### src/design/cshd_pkg.sv
// Shared types and constants for the checksum header deframer.
// Used by checksum_header_deframer_core and by its checker; no dependencies.
package cshd_pkg;

  // Header geometry.
  localparam int unsigned HDR_BYTES = 6;

  // Configuration register indexes.
  localparam logic [1:0] REG_ADDR_HIGH = 2'd0;
  localparam logic [1:0] REG_ADDR_LOW  = 2'd1;
  localparam logic [1:0] REG_OWN_EN    = 2'd2;

  // Result kinds carried on the output tuser.
  localparam logic [2:0] KIND_HUNT        = 3'd0;
  localparam logic [2:0] KIND_OWN_HDR     = 3'd1;
  localparam logic [2:0] KIND_FWD_HDR     = 3'd2;
  localparam logic [2:0] KIND_DROP_HDR    = 3'd3;
  localparam logic [2:0] KIND_OWN_PAYLOAD = 3'd4;
  localparam logic [2:0] KIND_FWD_PAYLOAD = 3'd5;
  localparam logic [2:0] KIND_DROP_PAYLOAD = 3'd6;

  // One result word.
  typedef struct packed {
    logic [2:0] item_kind;
    logic [7:0] byte_out;
    logic [7:0] packet_position;
    logic [7:0] packet_length;
    logic       last_of_packet;
  } result_t;

endpackage

### src/design/checksum_header_deframer_core.sv
// Checksum header deframer: top level with header search, tagging and output skid.
// Depends on cshd_pkg.

// Byte-serial packet deframer. Each input word carries one received byte and
// a room flag; each produces exactly one output word. While
// hunting, bytes shift through a six-byte header window; a header is found when
// the 8-bit sum of its first five bytes equals the sixth and the length byte is
// nonzero. The header is tagged own, forward or dropped, and the payload words
// that follow are tagged accordingly until the length is reached, with tlast on
// the final word. The block takes one word per cycle while the skid register is empty:
// the whole decision is a short path from the window and the input byte to the result
// register, and a two-entry output stage (result register plus skid register) keeps
// the input open while a finished word waits on the output side. Configuration writes
// are always ready and take effect on the next accepted word.
module checksum_header_deframer_core (
  input  logic        clk,
  input  logic        rst,
  // Configuration write channel.
  input  logic        cfg_valid,
  output logic        cfg_ready,
  input  logic [1:0]  cfg_index,
  input  logic [7:0]  cfg_data,
  // Input stream.
  input  logic        s_tvalid,
  output logic        s_tready,
  input  logic [7:0]  s_tdata,   // [7:0] data_byte
  input  logic [0:0]  s_tuser,   // [0] room_available
  // Output stream.
  output logic        m_tvalid,
  input  logic        m_tready,
  output logic [23:0] m_tdata,   // [7:0] byte_out, [15:8] packet_position,
                                 // [23:16] packet_length
  output logic [2:0]  m_tuser,   // [2:0] item_kind
  output logic        m_tlast    // last_of_packet
);
  import cshd_pkg::*;

  typedef enum logic [1:0] {
    MODE_HUNT   = 2'd0,
    MODE_ACCEPT = 2'd1,
    MODE_DROP   = 2'd2
  } mode_t;

  // Configuration registers.
  logic [7:0] addr_high;
  logic [7:0] addr_low;
  logic       own_enable;

  // Receive state.
  logic [7:0] window [HDR_BYTES];
  logic [7:0] window_next [HDR_BYTES];
  logic [7:0] position;
  logic [7:0] position_next;
  mode_t      mode;
  mode_t      mode_next;
  logic       destined_here;
  logic       destined_here_next;

  // Output stage.
  result_t    result;
  result_t    out_item;
  result_t    skid_item;
  logic       skid_valid;

  logic       s_accept;
  logic [7:0] rx_byte;
  logic       room;

  // Header search signals.
  logic [7:0] hdr_sum;
  logic [7:0] hdr_len;
  logic       hdr_found;
  logic       hdr_own;
  logic       hdr_accept;
  logic [2:0] hdr_kind;
  logic [7:0] pay_position;
  logic       pay_last;

  assign cfg_ready = 1'b1;
  assign s_tready  = !skid_valid;
  assign s_accept  = s_tvalid && s_tready;
  assign rx_byte   = s_tdata;
  assign room      = s_tuser[0];

  // Configuration writes; indexes beyond the list are ignored.
  always_ff @(posedge clk) begin
    if (rst) begin
      addr_high  <= 8'd0;
      addr_low   <= 8'd0;
      own_enable <= 1'b1;
    end else if (cfg_valid) begin
      case (cfg_index)
        REG_ADDR_HIGH: addr_high  <= cfg_data;
        REG_ADDR_LOW:  addr_low   <= cfg_data;
        REG_OWN_EN:    own_enable <= cfg_data[0];
        default: ;
      endcase
    end
  end

  // Header check on the window as it stands after shifting in the new byte.
  assign hdr_len   = window[1];
  assign hdr_sum   = window[1] + window[2] + window[3] + window[4] + window[5];
  assign hdr_found = (hdr_sum == rx_byte) && (hdr_len != 8'd0);
  assign hdr_own   = (window[4] == addr_high) && (window[5] == addr_low);
  assign hdr_accept = room && (hdr_len >= 8'(HDR_BYTES)) && (!hdr_own || own_enable);
  assign hdr_kind  = hdr_accept ? (hdr_own ? KIND_OWN_HDR : KIND_FWD_HDR) : KIND_DROP_HDR;

  // Payload position saturates at 255.
  assign pay_position = (position == 8'hFF) ? position : position + 8'd1;
  assign pay_last     = pay_position >= window[0];

  // Next state and result for the word being accepted.
  always_comb begin
    window_next        = window;
    position_next      = position;
    mode_next          = mode;
    destined_here_next = destined_here;
    result.byte_out    = rx_byte;
    result.item_kind   = KIND_HUNT;
    result.packet_position = 8'd0;
    result.packet_length   = 8'd0;
    result.last_of_packet  = 1'b0;

    case (mode)
      MODE_HUNT: begin
        for (int i = 0; i < HDR_BYTES - 1; i++) begin
          window_next[i] = window[i + 1];
        end
        window_next[HDR_BYTES - 1] = rx_byte;
        if (hdr_found) begin
          destined_here_next     = hdr_own;
          result.item_kind       = hdr_kind;
          result.packet_position = 8'(HDR_BYTES);
          result.packet_length   = hdr_len;
          if (hdr_len <= 8'(HDR_BYTES)) begin
            // Short packet ends with its header.
            result.last_of_packet = 1'b1;
            for (int i = 0; i < HDR_BYTES; i++) begin
              window_next[i] = 8'd0;
            end
            position_next = 8'd0;
          end else begin
            position_next = 8'(HDR_BYTES);
            mode_next     = hdr_accept ? MODE_ACCEPT : MODE_DROP;
          end
        end
      end
      default: begin
        // Payload: accepting or dropping; the unused code behaves as dropping.
        if (mode == MODE_ACCEPT) begin
          result.item_kind = destined_here ? KIND_OWN_PAYLOAD : KIND_FWD_PAYLOAD;
        end else begin
          result.item_kind = KIND_DROP_PAYLOAD;
        end
        result.packet_position = pay_position;
        result.packet_length   = window[0];
        result.last_of_packet  = pay_last;
        position_next          = pay_position;
        if (pay_last) begin
          for (int i = 0; i < HDR_BYTES; i++) begin
            window_next[i] = 8'd0;
          end
          position_next = 8'd0;
          mode_next     = MODE_HUNT;
        end
      end
    endcase
  end

  // Receive state update.
  always_ff @(posedge clk) begin
    if (rst) begin
      for (int i = 0; i < HDR_BYTES; i++) begin
        window[i] <= 8'd0;
      end
      position      <= 8'd0;
      mode          <= MODE_HUNT;
      destined_here <= 1'b0;
    end else if (s_accept) begin
      window        <= window_next;
      position      <= position_next;
      mode          <= mode_next;
      destined_here <= destined_here_next;
    end
  end

  // Output register with a skid entry behind it.
  always_ff @(posedge clk) begin
    if (rst) begin
      m_tvalid   <= 1'b0;
      skid_valid <= 1'b0;
    end else if (!m_tvalid || m_tready) begin
      if (skid_valid) begin
        out_item   <= skid_item;
        m_tvalid   <= 1'b1;
        skid_valid <= 1'b0;
      end else if (s_accept) begin
        out_item <= result;
        m_tvalid <= 1'b1;
      end else begin
        m_tvalid <= 1'b0;
      end
    end else if (s_accept) begin
      skid_item  <= result;
      skid_valid <= 1'b1;
    end
  end

  assign m_tdata = {out_item.packet_length, out_item.packet_position, out_item.byte_out};
  assign m_tuser = out_item.item_kind;
  assign m_tlast = out_item.last_of_packet;

endmodule

### config.mk
export PLATFORM = sky130hd
export DESIGN_NAME = checksum_header_deframer_core
export DESIGN_NICKNAME = d
export VERILOG_FILES = /design/src/design/cshd_pkg.sv /design/src/design/checksum_header_deframer_core.sv
export SDC_FILE = /design/constraint.sdc
export NUM_CORES = 1
export LEC_CHECK = 0
export ABC_AREA = 1
export BUFFER_PORTS_ARGS = -buffer_cell sky130_fd_sc_hd__clkbuf_2
export CAP_MARGIN = 20
export CORE_UTILIZATION = 54
export CTS_CLUSTER_SIZE = 25
export DETAILED_ROUTE_END_ITERATION = 10
export PLACE_DENSITY = 0.76
export RECOVER_POWER = 25
export SLEW_MARGIN = 20
export SYNTH_ARGS = -nofsm -noshare
export SYNTH_HDL_FRONTEND = slang
export SYNTH_SLANG_ARGS = --single-unit
### constraint.sdc
create_clock -name clk -period 3.6 [get_ports clk]
set_input_delay 0.54 -clock clk [delete_from_list [all_inputs] [get_ports clk]]
set_output_delay 0.54 -clock clk [all_outputs]
set_load 0.05 [all_outputs]
Word level (Yosys, flattened, before mapping)
Cells that the tools add are included.
{"block": "classes", "addsub": 5, "magnitude_cmp": 3, "eq_ne": 9, "muxes": 27, "bitwise_logic": 2, "reduce_logical": 25}
{"op": "48-bit two-way mux", "count": 4}
{"op": "28-bit two-way mux", "count": 2}
{"op": "8-bit adder", "count": 4}
{"op": "8-bit two-way mux", "count": 4}
{"op": "8-bit == test", "count": 3}
{"op": "2-bit two-way mux", "count": 9}
{"op": "17-bit two-way mux", "count": 1}
{"op": "12-bit two-way mux", "count": 1}
{"op": "2-bit AND reduction", "count": 5}
{"op": "3-bit AND reduction", "count": 3}
{"op": "8-bit by 1-bit adder with 8-bit output, second input constant", "count": 1}
{"op": "8-bit == test, second input constant", "count": 1}
{"op": "8-bit by 3-bit greater-or-equal comparator with 1-bit output, second input constant", "count": 1}
{"op": "8-bit greater-or-equal comparator", "count": 1}
{"op": "8-bit by 3-bit less-or-equal comparator with 1-bit output, second input constant", "count": 1}
{"op": "8-bit nonzero test", "count": 1}
{"op": "3-bit two-way mux", "count": 2}
{"op": "1-bit logical AND", "count": 5}
{"op": "2-bit by 1-bit == test with 1-bit output, second input constant", "count": 2}
{"op": "2-bit logical NOT", "count": 2}
{"op": "1-bit two-way mux", "count": 4}
{"op": "2-bit inequality test, second input constant", "count": 2}
{"op": "4-bit AND reduction", "count": 1}
{"op": "2-bit nonzero test", "count": 2}
{"op": "5 further kinds", "count": 9}
{"block": "word_totals", "register_bits": 134, "in_bits": 24, "out_inout_bits": 31, "word_cells": 95}

Logic depth before layout (Yosys ltp)
Gate-level depths: netlist of run 1.
{"block": "logic_depth", "depth_word": 10, "ltp_mapped": 23, "ltp_nobuf": 23}

Least setup slack after synthesis of run 1
No wires, ideal clock.
{"block": "synth_timing", "kind": "register to register", "start": "register window[1] in the netlist's numbering", "end": "register out_item, in the netlist m_tdata[20], data pin", "setup_time_ns": 0.253, "arrival_time_ns": 3.471, "path_slack_ns": -0.123, "path_stages_with_launch": 20, "path_buffers": 1, "period_less_slack_ns": 3.723, "cell_sequence": "dfxtp_1 fa_1 fa_1 fa_1 ha_1 inv_1 fa_1 inv_1 nand3_1 nand2_1 nand2_1 a21oi_1 nor2_1 nand2_1 nor2_4 nand3_2 buf_6 o22ai_2 nand2_1 nand2_1"}
{"item": "start, declared", "line_no": "checksum_header_deframer_core.sv:50", "source": "logic [7:0] window [HDR_BYTES];"}
{"item": "start signal, assigned", "line_no": "checksum_header_deframer_core.sv:181", "source": "window <= window_next;"}
{"item": "end signal, assigned", "line_no": "checksum_header_deframer_core.sv:195", "source": "out_item <= skid_item;"}
{"item": "end signal, assigned", "line_no": "checksum_header_deframer_core.sv:199", "source": "out_item <= result;"}
{"item": "end, declared", "line_no": "checksum_header_deframer_core.sv:61", "source": "result_t out_item;"}

Final worst setup path of run 1
{"block": "layout_timing", "start": "register window[1] in the netlist's numbering", "end": "register window[42] in the netlist's numbering"}
{"block": "layout_between", "elab_chain_cells": 5}
{"item": "8-bit adder", "line_no": "checksum_header_deframer_core.sv:103", "source": "assign hdr_sum = window[1] + window[2] + window[3] + window[4] + window[5];"}
{"item": "8-bit == test", "line_no": "checksum_header_deframer_core.sv:104", "source": "assign hdr_found = (hdr_sum == rx_byte) && (hdr_len != 8'd0);"}
{"item": "1-bit logical AND", "line_no": "checksum_header_deframer_core.sv:104"}
{"item": "48-bit two-way mux", "line_no": "checksum_header_deframer_core.sv:131", "source": "if (hdr_found) begin"}
{"item": "48-bit two-way mux", "line_no": "checksum_header_deframer_core.sv:125", "source": "case (mode)"}
No other way between the ends.
A chain may end at the register's enable or synchronous reset.

==> results of run 1 <==
## final cells by class
type / instances / area (um^2) / area share (%)
multi-input combinational: 552 / 3290 / 39.5
sequential: 134 / 3240 / 38.9
timing repair buffer: 101 / 674 / 8.09
clock buffer: 21 / 450 / 5.40
inverter: 82 / 308 / 3.69
tap: 168 / 210 / 2.52
clock inverter: 11 / 156 / 1.88
## through the flow
stage | instances | hold WS [ns] | utilization, %
final | 1069 | 0.358 | 68.5
after global routing | 1069 | 0.359 | 68.5
after CTS | 1067 | 0.353 | 67.9
after detailed placement | 1029 | 0.458 | 61.6
after global placement | 1029 | 0.450 | 61.6
after floorplan | 807 | 0.440 | -
## power by group
group	switching, mW	internal, mW
combinational	0.231	0.106
clock	0.625	1.17
sequential	0.0223	1.62
total	0.878	2.89
## per-layer routing
| metal | wire length, um | track usage, % | share of wire (%) | up-vias |
|---|---|---|---|---|
| li1 | - | - | - | 2865 |
| met1 | 7260 | 34.3 | 44 | 2757 |
| met2 | 7830 | 42.9 | 48 | 212 |
| met3 | 931 | 5.40 | 5.7 | 34 |
| met4 | 358 | 11.6 | 2.2 | 0 |
| met5 | 0 | 0 | 0 | - |
## logic make-up after synthesis
| group | after synthesis |
|---|---|
| simple gates | 370 |
| flops | 134 |
| buf+inv | 122 |
| compound gates | 121 |
| fa+ha+maj | 37 |
| xor+xnor | 22 |
| other cells | 1 |
## worst paths after layout
check	end	depth (start not counted)
worst min register to register	window[47]	2
worst max-delay path	window[42]	19
worst min-delay path	addr_low[1]	3
worst max register to register	window[42]	19
## cell usage in the layout, fill, tap and decap left out, types with 3 or more instances in the layout
master,Yosys,final
sky130_fd_sc_hd__nand3_1,36,35
sky130_fd_sc_hd__nand2_1,196,185
sky130_fd_sc_hd__bufinv_16,0,4
sky130_fd_sc_hd__clkbuf_1,27,9
sky130_fd_sc_hd__buf_4,7,42
sky130_fd_sc_hd__nor2_2,2,5
sky130_fd_sc_hd__nor2_1,67,62
sky130_fd_sc_hd__dfxtp_1,78,77
sky130_fd_sc_hd__nand4_1,54,54
sky130_fd_sc_hd__xnor2_1,16,16
sky130_fd_sc_hd__buf_6,1,3
sky130_fd_sc_hd__fa_1,20,19
sky130_fd_sc_hd__inv_2,1,4
sky130_fd_sc_hd__o22ai_4,0,4
sky130_fd_sc_hd__edfxtp_1,56,56
sky130_fd_sc_hd__xor2_1,6,6
sky130_fd_sc_hd__nand2_2,2,9
sky130_fd_sc_hd__o21ai_0,32,30
sky130_fd_sc_hd__clkbuf_2,0,47
sky130_fd_sc_hd__inv_1,81,78
sky130_fd_sc_hd__nand3_4,0,3
sky130_fd_sc_hd__clkbuf_16,0,17
sky130_fd_sc_hd__clkinv_1,0,3
sky130_fd_sc_hd__ha_1,17,16
sky130_fd_sc_hd__nor2_4,1,3
sky130_fd_sc_hd__o22ai_2,6,3
sky130_fd_sc_hd__nor3_1,9,8
sky130_fd_sc_hd__a21oi_1,70,70
## cell usage after synthesis
cell type,number,area share [%]
sky130_fd_sc_hd__ha_1,17,3.1
sky130_fd_sc_hd__nor3_1,9,0.66
sky130_fd_sc_hd__nand3_1,36,2.6
sky130_fd_sc_hd__o22ai_2,6,1.1
sky130_fd_sc_hd__buf_4,7,0.77
sky130_fd_sc_hd__buf_2,2,0.15
sky130_fd_sc_hd__a31oi_1,2,0.18
sky130_fd_sc_hd__a21boi_0,1,0.11
sky130_fd_sc_hd__dfxtp_1,78,23
sky130_fd_sc_hd__o21a_1,2,0.22
sky130_fd_sc_hd__o22ai_1,3,0.27
sky130_fd_sc_hd__xor2_1,6,0.77
sky130_fd_sc_hd__nand3_2,2,0.29
sky130_fd_sc_hd__buf_1,3,0.16
sky130_fd_sc_hd__nor2_4,1,0.16
sky130_fd_sc_hd__clkbuf_1,27,1.5
sky130_fd_sc_hd__nor2_2,2,0.18
sky130_fd_sc_hd__edfxtp_1,56,25
sky130_fd_sc_hd__o21ai_0,32,2.3
sky130_fd_sc_hd__nand4_1,54,4.9
sky130_fd_sc_hd__o211ai_1,2,0.22
sky130_fd_sc_hd__nand2_2,2,0.18
sky130_fd_sc_hd__nand3b_1,1,0.11
sky130_fd_sc_hd__inv_2,1,0.055
sky130_fd_sc_hd__fa_1,20,5.9
sky130_fd_sc_hd__a21oi_2,1,0.13
sky130_fd_sc_hd__conb_1,1,0.055
sky130_fd_sc_hd__a21oi_1,70,5.1
sky130_fd_sc_hd__nor2_1,67,3.7
sky130_fd_sc_hd__nand2_1,196,11
sky130_fd_sc_hd__o21ai_1,2,0.15
sky130_fd_sc_hd__xnor2_1,16,2.1
sky130_fd_sc_hd__buf_6,1,0.16
sky130_fd_sc_hd__inv_1,81,4.4
## worst min-delay path, stage by stage
cell and delay (ns):
sky130_fd_sc_hd__clkbuf_2 0.09, sky130_fd_sc_hd__nor2_1 0.04, sky130_fd_sc_hd__nor2_1 0.08
## repair_timing
item                                   4_1_cts  5_1_grt
endpoints found under the hold margin        0        0
resized for setup                           25       13
setup buffers                                4        2
hold buffers                                 0        0
cloned                                       2        0
setup endpoints to repair                   80       80
pin swaps                                   14        6
## sequential cells by signal, summed over array words and instances (netlist names), 2 cells and up
register / count
m_tdata: 24
position: 8
mode: 2
addr_low: 8
hdr_len: 8
window: 40
m_tuser: 3
addr_high: 8
skid_item: 28
==> out/results.md, run 1 <==
| Metric | Reported | Unit |
| --- | --- | --- |
| Cell class contributing the biggest share of worst-path delay | adder cells | - |
| Violations in the final reports | setup timing | - |
| Ratio of routed vias to standard cells | 5.49 | - |
| Fraction of the yosys area taken by sequential cells | 47.5 | % |
| Total GRT Usage | 26.4 | % |
| Die Footprint | 13100 | um^2 |
| Final Setup Violations | 80 | - |
| Least setup slack across all paths after layout | -0.503 | ns |
| Most repeated library cell on the critical path | sky130_fd_sc_hd__nand2_1 | - |
| Pre-antenna DRT Iters | 5 | - |
| Buffer levels on the longest clock path | 2 | - |
| Number of filler cells placed in the layout | 949 | - |
| Startpoint of the most critical register-to-register path | window[1] | - |
| Final ANT Viol Nets | 0 | - |
| CTS Sinks | 134 | - |
| Layout cells sized above 1 | 18.3 | % |
| Sum of negative setup slack | -34.97 | ns |
| Area of placed instances | 7490 | um^2 |
| Warning count from the yosys run | 0 | - |
| Final Max Slew Viols | 0 | - |
| Core footprint | 12200 | um^2 |
| First-pass GRT wire length | 26600 | um |
| Area of all placed cells without fillers | 8330 | um^2 |
| Basic-gate share of the synthesized area counting and, or, nand and nor cells | 23.6 | % |
| Number of antenna violations at the first check in global routing | 0 | - |
| Layout area overhead | 22.0 | % |
| Pin count of the biggest net entering global routing | 58 | - |
| Pre-CTS WS | -0.584 | ns |
| Share of the synthesized netlist area taken by xor and xnor gates | 2.82 | % |
| Synthesized cell area | 6830 | um^2 |
| VDD IR max | 0.322 | mV |
| Cell breakdown of the critical path | fa_1, fa_1, fa_1, ha_2, inv_2, fa_2, nand2_1, nand2_1, nand3_1, nor2_1, nand2_1, nor2_1, nand2_1, nor2_4, buf_4, nand3_4, buf_12, nand4_1, a21oi_1 | - |
| Die height | 114 | um |
| Clock insertion delay at the later pin of the skew report | 0.42 | ns |
| Clock slew seen by the registers of the worst setup and hold paths | 0.06 | ns |
| Compound-gate portion of the synthesized area | 9.85 | % |
| Vias | 5868 | - |
| Final critical path time including I/O delays and setup | 4.10 | ns |
| #FFs+latches synth | 134 | - |
| Die Width | 114 | um |
| Ports placed on the boundary | 55 | - |
| Total half-perimeter wirelength after legalization and detailed placement | 11100 | um |
| Mapped Avg Cell Area | 8.47 | um^2 |
| Root Buffer Master | sky130_fd_sc_hd__clkbuf_16 | - |
| Number of global-route vias before repair | 5547 | - |
| Drt first-iter violations | 597 | - |
| Wire length per cell after detailed routing | 15.3 | um |
| Cell Rows | 40 | - |
| Worst max-slew margin expressed relative to the limit | 46.9 | % |
| Number of nets in the finished design | 949 | - |
| Combinational family with the most area after synthesis | simple AND/OR/NAND/NOR gates | - |
| Routability Congestion | 0.875 | - |
| Input/output buffers | 53 | - |
| Slowest-stage cell, CP | sky130_fd_sc_hd__fa_1 | - |
| Classification of the worst setup path | reg2reg | - |
| Crit path launch | window[1] | - |
| Longest individual stage delay on the worst path | 0.56 | ns |
| Routed wire length | 16400 | um |
| Antenna cells | 0 | - |
| Pin slew with the least headroom to its limit | 0.796 | ns |
| Crit path required time | 3.88 | ns |
| Startpoint of the tightest hold check path | cfg_data[1] | - |
| Data arrival time of the critical path | 4.38 | ns |
| Adder-Cell Fraction of Synth Area | 8.97 | % |
| H-tree depth reported by CTS | 4 | - |
| Number of buffers and inverters on the critical path | 3 | - |
| CP Capture Type | flip-flop | - |
| Portion of netlist area occupied by mux cells | 0 | % |
| FMAX | 0.244 | GHz |
| Total power draw | 3.77 | mW |
| Starting density of the core | 56.2 | % |
| Total of max-cap violations | 0 | - |
| Outcome | complete, but fails checks | - |
| Setup repair after global routing missed its margin | yes | - |
| Count of cell types in the netlist | 34 | - |
| Num CTS Buffers | 17 | - |
| Net count after synthesis | 868 | - |
| Standby leakage power | 3.46 | nW |
| Worst clock skew | 0.00518 | ns |
| Part of the cycle the worst path needs | 114 | % |
| Worst hold path type | in2reg | - |
| Instance count of the mapped netlist | 807 | - |
| Clock tree from TritonCTS | yes | - |
| Total power density per cell area | 452 | nW/um^2 |
| FF-to-FF setup slack | -0.50 | ns |
| Overflow left after global routing | 0 | - |
| Type of origin of the critical path | flip-flop | - |
| DRC violations left | 0 | - |
| Hold violation count in the final report | 0 | - |
| Peak fanout along the critical path | 21 | - |
Power figures use the tool's default switching activity.
==> run 2, diff against run 1 <==
--- a/config.mk
+++ b/config.mk
@@ -5,7 +5,7 @@
 export SDC_FILE = /design/constraint.sdc
 export NUM_CORES = 1
 export LEC_CHECK = 0
-export ABC_AREA = 1
+export ABC_AREA = 0
 export BUFFER_PORTS_ARGS = -buffer_cell sky130_fd_sc_hd__clkbuf_2
 export CAP_MARGIN = 20
 export CORE_UTILIZATION = 54
==> constraint.sdc (replaced) <==
create_clock -name clk -period 3.6 [get_ports clk]
set_input_delay 0.54 -clock clk [delete_from_list [all_inputs] [get_ports clk]]
set_output_delay 0.54 -clock clk [all_outputs]
set_load 0.02 [all_outputs]
==> run 2 against run 1 <==
Compared with the run above: the flow still finishes with violations (setup timing); synthesized cell count fell by 36%; via count fell by 26%; fmax fell by 1.2%; power rose by 6.7%; synthesized area fell by 7.8%; global-route usage fell by 3.0 points; flip-flop and latch count did not move; first-iteration DRC count fell by 51%; critical endpoint is now position[2]; largest cell class is now registers; largest power group unchanged.
==> out/results.md, run 2 <==
| Metric | Reported | Unit |
| --- | --- | --- |
| Largest Register | window | - |
| Number of buffers and inverters on the critical path | 3 | - |
| Most frequent standard cell in the layout excluding fill and tap cells | sky130_fd_sc_hd__dfxtp_1 | - |
| VDD IR max | 0.496 | mV |
| Worst Hold Depth | 3 | - |
| First-pass GRT wire length | 20700 | um |
| Warning count from the yosys run | 0 | - |
| Final critical path time including I/O delays and setup | 4.15 | ns |
| Post-synth ARST share | 0 | % |
| Antenna cells | 0 | - |
| Standby leakage power | 3.31 | nW |
| Total half-perimeter wirelength after legalization and detailed placement | 9310 | um |
| Most repeated library cell on the critical path | sky130_fd_sc_hd__fa_1 | - |
| Routability Congestion | 0.834 | - |
| Total GRT Usage | 23.4 | % |
| Synthesized cell area | 6300 | um^2 |
| Type of origin of the critical path | flip-flop | - |
| Total power draw | 4.02 | mW |
| Wire length per cell after detailed routing | 17.2 | um |
| Final ANT Viol Nets | 0 | - |
| Net count after synthesis | 574 | - |
| Max reg flops | 40 | - |
| Overflow left after global routing | 0 | - |
| #FFs+latches synth | 134 | - |
| Worst max-slew margin expressed relative to the limit | 43.7 | % |
| Total of max-cap violations | 0 | - |
| Count of cell types in the netlist | 55 | - |
| Met1 Routed Length | 5770 | um |
| Post-synth top flop | sky130_fd_sc_hd__dfxtp_1 | - |
| Worst clock skew | 0.00956 | ns |
| Die Width | 110 | um |
| Most frequently used cell type in the post-synthesis netlist | sky130_fd_sc_hd__dfxtp_1 | - |
| Final Max Slew Viols | 0 | - |
| Clock slew seen by the registers of the worst setup and hold paths | 0.05 | ns |
| Cell breakdown of the critical path | fa_1, fa_1, fa_1, ha_2, inv_2, fa_2, xnor2_1, nor3_1, o311a_1, nand4_4, buf_6, o41ai_4, buf_4, o211a_1, nor3_1 | - |
| Worst Reg2Reg Path Length in Cells | 15 | - |
| Cell Count Post-Placement | 732 | - |
| Most frequent cells in the layout | 76 x sky130_fd_sc_hd__dfxtp_1, 56 x sky130_fd_sc_hd__a22o_1, 56 x sky130_fd_sc_hd__edfxtp_1 | - |
| Hold violation count in the final report | 0 | - |
| Drt first-iter violations | 294 | - |
| Longest individual stage delay on the worst path | 0.56 | ns |
| Peak fanout along the critical path | 4 | - |
| Violations in the final reports | setup timing | - |
| Worst hold path type | in2reg | - |
| Instance count of the mapped netlist | 513 | - |
| Number of global-route vias before repair | 4233 | - |
| Outcome | complete, but fails checks | - |
| WP depth | 15 | - |
| Share of the synthesized area in the top cell type | 26.7 | % |
| Setup repair after global routing missed its margin | yes | - |
| Clock insertion delay at the later pin of the skew report | 0.43 | ns |
| CP Capture Type | flip-flop | - |
| Root Buffer Master | sky130_fd_sc_hd__clkbuf_16 | - |
| DRC violations left | 0 | - |
| Pin slew with the least headroom to its limit | 0.844 | ns |
| Die height | 110 | um |
| Clock tree from TritonCTS | yes | - |
| Final Setup Violations | 84 | - |
| Highest routing layer actually used | met4 | - |
| FF-to-FF setup slack | -0.55 | ns |
| Ports placed on the boundary | 55 | - |
| Met2 wirelength from detailed routing | 6420 | um |
| Number of antenna violations at the first check in global routing | 0 | - |
| Total power density per cell area | 511 | nW/um^2 |
| Layout cells sized above 1 | 28.0 | % |
| Buffer levels on the longest clock path | 2 | - |
| Slowest-stage cell, CP | sky130_fd_sc_hd__fa_1 | - |
| Data arrival time of the critical path | 4.45 | ns |
| Least setup slack across all paths after layout | -0.552 | ns |
| Input/output buffers | 53 | - |
| Mapped Avg Cell Area | 12.3 | um^2 |
| FMAX | 0.241 | GHz |
| Num CTS Buffers | 17 | - |
| H-tree depth reported by CTS | 4 | - |
| Layout area overhead | 24.9 | % |
| Post-route insts no fill | 767 | - |
| Post-cts hold buffer count | 0 | - |
| Cell types with the largest area share after synthesis | sky130_fd_sc_hd__edfxtp_1 27%, sky130_fd_sc_hd__dfxtp_1 25%, sky130_fd_sc_hd__a22o_1 7.9% | - |
| Library cell with the largest summed area after synthesis | sky130_fd_sc_hd__edfxtp_1 | - |
| Pre-antenna DRT Iters | 5 | - |
| Die Footprint | 12100 | um^2 |
| Part of the cycle the worst path needs | 115 | % |
| Vias | 4371 | - |
| Cell class contributing the biggest share of worst-path delay | adder cells | - |
| Fraction of the yosys area taken by sequential cells | 51.4 | % |
| Starting density of the core | 55.2 | % |
| Core footprint | 11400 | um^2 |
| Total met3 wirelength after detailed routing | 674 | um |
| Count of flip-flops with a built-in enable after synthesis | 56 | - |
| Crit path required time | 3.89 | ns |
| Classification of the worst setup path | reg2reg | - |
| Cell Rows | 39 | - |
| Pin count of the biggest net entering global routing | 40 | - |
| Number of nets in the finished design | 672 | - |
| Commonest cells in the netlist | 78 x sky130_fd_sc_hd__dfxtp_1, 57 x sky130_fd_sc_hd__a22o_1, 56 x sky130_fd_sc_hd__edfxtp_1, 32 x sky130_fd_sc_hd__inv_1, 27 x sky130_fd_sc_hd__nor2_1 | - |
| Ratio of routed vias to standard cells | 5.70 | - |
| CTS Sinks | 134 | - |
| Routed wire length | 13200 | um |
-- run 2: cell types whose count changed in the layout (fill, tap and decap cells not counted), moves of 9 or more --
| cell | before | now |
|---|---|---|
| sky130_fd_sc_hd__mux2_2 | 0 | 18 |
| sky130_fd_sc_hd__inv_1 | 78 | 31 |
| sky130_fd_sc_hd__nor2_1 | 62 | 26 |
| sky130_fd_sc_hd__o21ai_0 | 30 | 11 |
| sky130_fd_sc_hd__a21oi_1 | 70 | 8 |
| sky130_fd_sc_hd__nand3_1 | 35 | 7 |
| sky130_fd_sc_hd__nand2_2 | 9 | 0 |
| sky130_fd_sc_hd__a22o_1 | 0 | 56 |
| sky130_fd_sc_hd__mux2i_1 | 0 | 18 |
| sky130_fd_sc_hd__nand2_1 | 185 | 21 |
| sky130_fd_sc_hd__nand4_1 | 54 | 7 |
-- run 2: worst paths after layout --
check,start,to
max,window[17],position[2]
min reg2reg,window[47],window[47]
max reg2reg,window[17],position[2]
min,cfg_data[2],addr_high[2]
-- run 2: layer usage --
metal / vias up / global-route usage [%]
met5: - / 0
met4: 0 / 10.1
met3: 33 / 6.17
met2: 130 / 37.5
met1: 2127 / 30.0
li1: 2081 / -
-- run 2: metrics by stage --
stage / cell area [um^2] / worst slack (ns) / util (%) / TNS [ns] / hold WS [ns]
after floorplan: 6330 / -0.483 / - / -30.47 / 0.455
after global placement: 7070 / -0.467 / 61.9 / -33.90 / 0.478
after detailed placement: 7070 / -0.591 / 61.9 / -42.34 / 0.494
after CTS: 7830 / -0.560 / 68.6 / -42.02 / 0.356
after global routing: 7880 / -0.708 / 69.0 / -52.77 / 0.376
final: 7880 / -0.552 / 69.0 / -39.56 / 0.369
-- run 2: what timing repair did --
item                       in CTS  in global routing
gates resized for setup         6                  7
buffers inserted                1                  4
setup endpoints to repair      84                 84
pin swaps                       7                  4
-- run 2: cell families after synthesis --
family	Yosys count	synth area share (%)
flip-flops	134	51.4
other	1	0.0595
adder cells (fa/ha/maj)	37	9.73
multiplexers	40	6.79
AO/OA/AOI/OAI	113	14.7
AND/OR/NAND/NOR	96	7.94
XOR/XNOR	36	5.46
buffers and inverters	56	3.91
-- run 2: final cells by class --
type	count	area, um^2
clock buffers	24	567
flip-flops and latches	134	3250
repair buffers	102	683
inverters	33	124
multi-input cells	323	2900
clock inverters	8	173
fillers	818	3540
well taps	143	179
-- run 2: power by group --
| part | switching, mW | total, mW | internal (mW) |
|---|---|---|---|
| Sequential | 0.0197 | 1.64 | 1.62 |
| Combinational | 0.169 | 0.300 | 0.131 |
| Clock | 0.635 | 2.09 | 1.45 |
| Total | 0.823 | 4.02 | 3.20 |
-- run 2: worst reg2reg max path: stages, from the launching register on --
cell                      delay (ns)
sky130_fd_sc_hd__dfxtp_2        0.33
sky130_fd_sc_hd__fa_1           0.56
sky130_fd_sc_hd__fa_1           0.45
sky130_fd_sc_hd__fa_1           0.53
sky130_fd_sc_hd__ha_2           0.20
sky130_fd_sc_hd__inv_2          0.04
sky130_fd_sc_hd__fa_2           0.52
sky130_fd_sc_hd__xnor2_1        0.07
sky130_fd_sc_hd__nor3_1         0.13
sky130_fd_sc_hd__o311a_1        0.22
sky130_fd_sc_hd__nand4_4        0.15
sky130_fd_sc_hd__buf_6          0.17
sky130_fd_sc_hd__o41ai_4        0.32
sky130_fd_sc_hd__buf_4          0.18
sky130_fd_sc_hd__o211a_1        0.13
sky130_fd_sc_hd__nor3_1         0.04
==> run 3, diff against run 2 <==
--- a/config.mk
+++ b/config.mk
@@ -8,10 +8,10 @@
 export ABC_AREA = 0
 export BUFFER_PORTS_ARGS = -buffer_cell sky130_fd_sc_hd__clkbuf_2
 export CAP_MARGIN = 20
-export CORE_UTILIZATION = 54
+export CORE_UTILIZATION = 60
 export CTS_CLUSTER_SIZE = 25
 export DETAILED_ROUTE_END_ITERATION = 10
-export PLACE_DENSITY = 0.76
+export PLACE_DENSITY = 0.8
 export RECOVER_POWER = 25
 export SLEW_MARGIN = 20
 export SYNTH_ARGS = -nofsm -noshare
==> constraint.sdc (replaced) <==
create_clock -name clk -period 4.1 [get_ports clk]
set_input_delay 0.615 -clock clk [delete_from_list [all_inputs] [get_ports clk]]
set_output_delay 0.615 -clock clk [all_outputs]
set_load 0.02 [all_outputs]
==> run 3 against run 2 <==
Compared with the run above: the flow still finishes with violations (setup timing); fmax increased by 0.21%; design area fell by 4.7%; register-to-register slack improved by 0.51 ns; final cell count is 3.3% lower; power fell by 23%; non-clock buffer count fell by 18; first-iteration DRC count increased by 3.7%; critical path type unchanged; critical endpoint unchanged; largest cell class unchanged.
==> out/results.md, run 3 (synthesis results as in run 2) <==
| Metric | Reported | Unit |
| --- | --- | --- |
| Outcome | complete, but fails checks | - |
| Violations in the final reports | setup timing | - |
| Pre-CTS WS | -0.255 | ns |
| Root Buffer Master | sky130_fd_sc_hd__clkbuf_8 | - |
| Pre-antenna DRT Iters | 6 | - |
| Slowest-stage cell, CP | sky130_fd_sc_hd__fa_2 | - |
| Routability Congestion | 0.848 | - |
| Worst hold path type | in2reg | - |
| Num CTS Buffers | 17 | - |
| Number of filler cells placed in the layout | 691 | - |
| Final Setup Violations | 42 | - |
| Ratio of routed vias to standard cells | 5.93 | - |
| Vias | 4397 | - |
| CP Capture Type | flip-flop | - |
| Buffer levels on the longest clock path | 2 | - |
| Overflow left after global routing | 0 | - |
| Number of buffers and inverters on the critical path | 2 | - |
| Longest individual stage delay on the worst path | 0.56 | ns |
| H-tree depth reported by CTS | 4 | - |
| Peak fanout along the critical path | 3 | - |
| Clock slew seen by the registers of the worst setup and hold paths | 0.06 | ns |
| Input/output buffers | 53 | - |
| Worst max-slew margin expressed relative to the limit | 25.5 | % |
| Total half-perimeter wirelength after legalization and detailed placement | 9280 | um |
| Antenna cells | 0 | - |
| Most frequent cells in the layout | 76 x sky130_fd_sc_hd__dfxtp_1, 57 x sky130_fd_sc_hd__a22o_1, 56 x sky130_fd_sc_hd__edfxtp_1 | - |
| Hold violation count in the final report | 0 | - |
| Final critical path time including I/O delays and setup | 4.14 | ns |
| Pin slew with the least headroom to its limit | 1.12 | ns |
| Part of the cycle the worst path needs | 101 | % |
| Setup repair after global routing missed its margin | yes | - |
| Standby leakage power | 3.10 | nW |
| Clock tree from TritonCTS | yes | - |
| Area of the multi-input gates | 2880 | um^2 |
| Starting density of the core | 61.3 | % |
| Drt first-iter violations | 305 | - |
| Die height | 105 | um |
| Type of origin of the critical path | flip-flop | - |
| Cell Count Post-Placement | 705 | - |
| Final Max Slew Viols | 0 | - |
| Largest Register | window | - |
| Total GRT Usage | 26.1 | % |
| Routed wire length | 13500 | um |
| Total power density per cell area | 412 | nW/um^2 |
| Wire length per cell after detailed routing | 18.2 | um |
| Clock insertion delay at the later pin of the skew report | 0.53 | ns |
| Core footprint | 10300 | um^2 |
| Most repeated library cell on the critical path | sky130_fd_sc_hd__fa_1 | - |
| Number of global-route vias before repair | 4339 | - |
| Classification of the worst setup path | reg2reg | - |
| Most frequent standard cell in the layout excluding fill and tap cells | sky130_fd_sc_hd__dfxtp_1 | - |
| CTS Sinks | 134 | - |
| Total of max-cap violations | 0 | - |
| Max reg flops | 40 | - |
| Worst clock skew | 0.00859 | ns |
| Number of antenna violations at the first check in global routing | 0 | - |
| Number of nets in the finished design | 654 | - |
| Pin count of the biggest net entering global routing | 50 | - |
| Least setup slack across all paths after layout | -0.0437 | ns |
| Cell Rows | 37 | - |
| Crit path required time | 4.48 | ns |
| Cell breakdown of the critical path | fa_1, fa_1, fa_1, ha_2, inv_2, fa_2, xnor2_1, nor3_1, o311a_1, nand4_4, o41ai_4, buf_4, o211a_1, nor3_1 | - |
| Die Width | 105 | um |
| VDD IR max | 0.271 | mV |
| Total area of sequential cells | 3250 | um^2 |
| Cell class contributing the biggest share of worst-path delay | adder cells | - |
| Layout cells sized above 1 | 24.8 | % |
| Die Footprint | 10900 | um^2 |
| Post-route insts no fill | 742 | - |
| Ports placed on the boundary | 55 | - |
| DRC violations left | 0 | - |
| FMAX | 0.241 | GHz |
| First-pass GRT wire length | 22000 | um |
| Layout area overhead | 19.1 | % |
| Data arrival time of the critical path | 4.53 | ns |
| Final ANT Viol Nets | 0 | - |
| Sum of negative setup slack | -0.801 | ns |
-- run 3: cell count changes in the layout (fill, tap and decap cells not counted), sizes merged --
cell	change
buf	-20
bufinv	-5
clkbuf	-1
clkinv	+4
clkinvlp	+2
inv	+2
-- run 3: path summary, 6_finish.rpt --
check         startpoint          end  slack (ns)  depth (start not counted)
max           window[17]  position[2]       -0.04                         14
min          cfg_data[3]  addr_low[3]        0.34                          3
max reg2reg   window[17]  position[2]       -0.04                         14
min reg2reg      mode[0]      mode[0]        0.51                          1
-- run 3: worst min-delay path: cells and delay by family --
kind | cells | cell delay [ns]
buffers and inverters | 1 | 0.09
multiplexers | 1 | 0.06
AND/OR/NAND/NOR | 1 | 0.07
-- run 3: cell type report --
cell class / instances / area share, %
Tap cell: 136 / 2.27
Clock inverter: 11 / 0.933
Timing Repair Buffer: 84 / 7.07
Clock buffer: 21 / 6.42
Sequential cell: 134 / 43.2
Inverter: 33 / 1.65
Multi-Input combinational cell: 323 / 38.4
-- run 3: per-layer routing --
metal	global-route usage (%)	wire length (um)	vias up
met4	11.2	394	0
met2	41.7	6400	169
li1	-	-	2050
met3	5.01	795	35
met1	34.7	5930	2143
met5	0	0	-
-- run 3: report_power, final --
part,switching (mW),total (mW),internal [mW]
Clock,0.576,1.40,0.828
Combinational,0.144,0.252,0.107
Sequential,0.0181,1.44,1.42
-- run 3: stage by stage --
step                      hold slack (ns)  power (mW)  utilization, %  area (um^2)
after floorplan                     0.455        1.63               -         6320
after global placement              0.469        1.70            66.8         6870
after detailed placement            0.495        1.71            66.8         6870
after CTS                           0.332        3.10            72.9         7490
after global routing                0.356        3.17            73.0         7510
final                               0.339        3.09            73.0         7510
-- run 3: what timing repair did --
| action | in CTS | in global routing |
|---|---|---|
| buffers inserted | 4 | 2 |
| hold buffers | 0 | 0 |
| pin swaps | 12 | 4 |
| endpoints found under the setup margin | 81 | 83 |
| gates resized for setup | 7 | 7 |
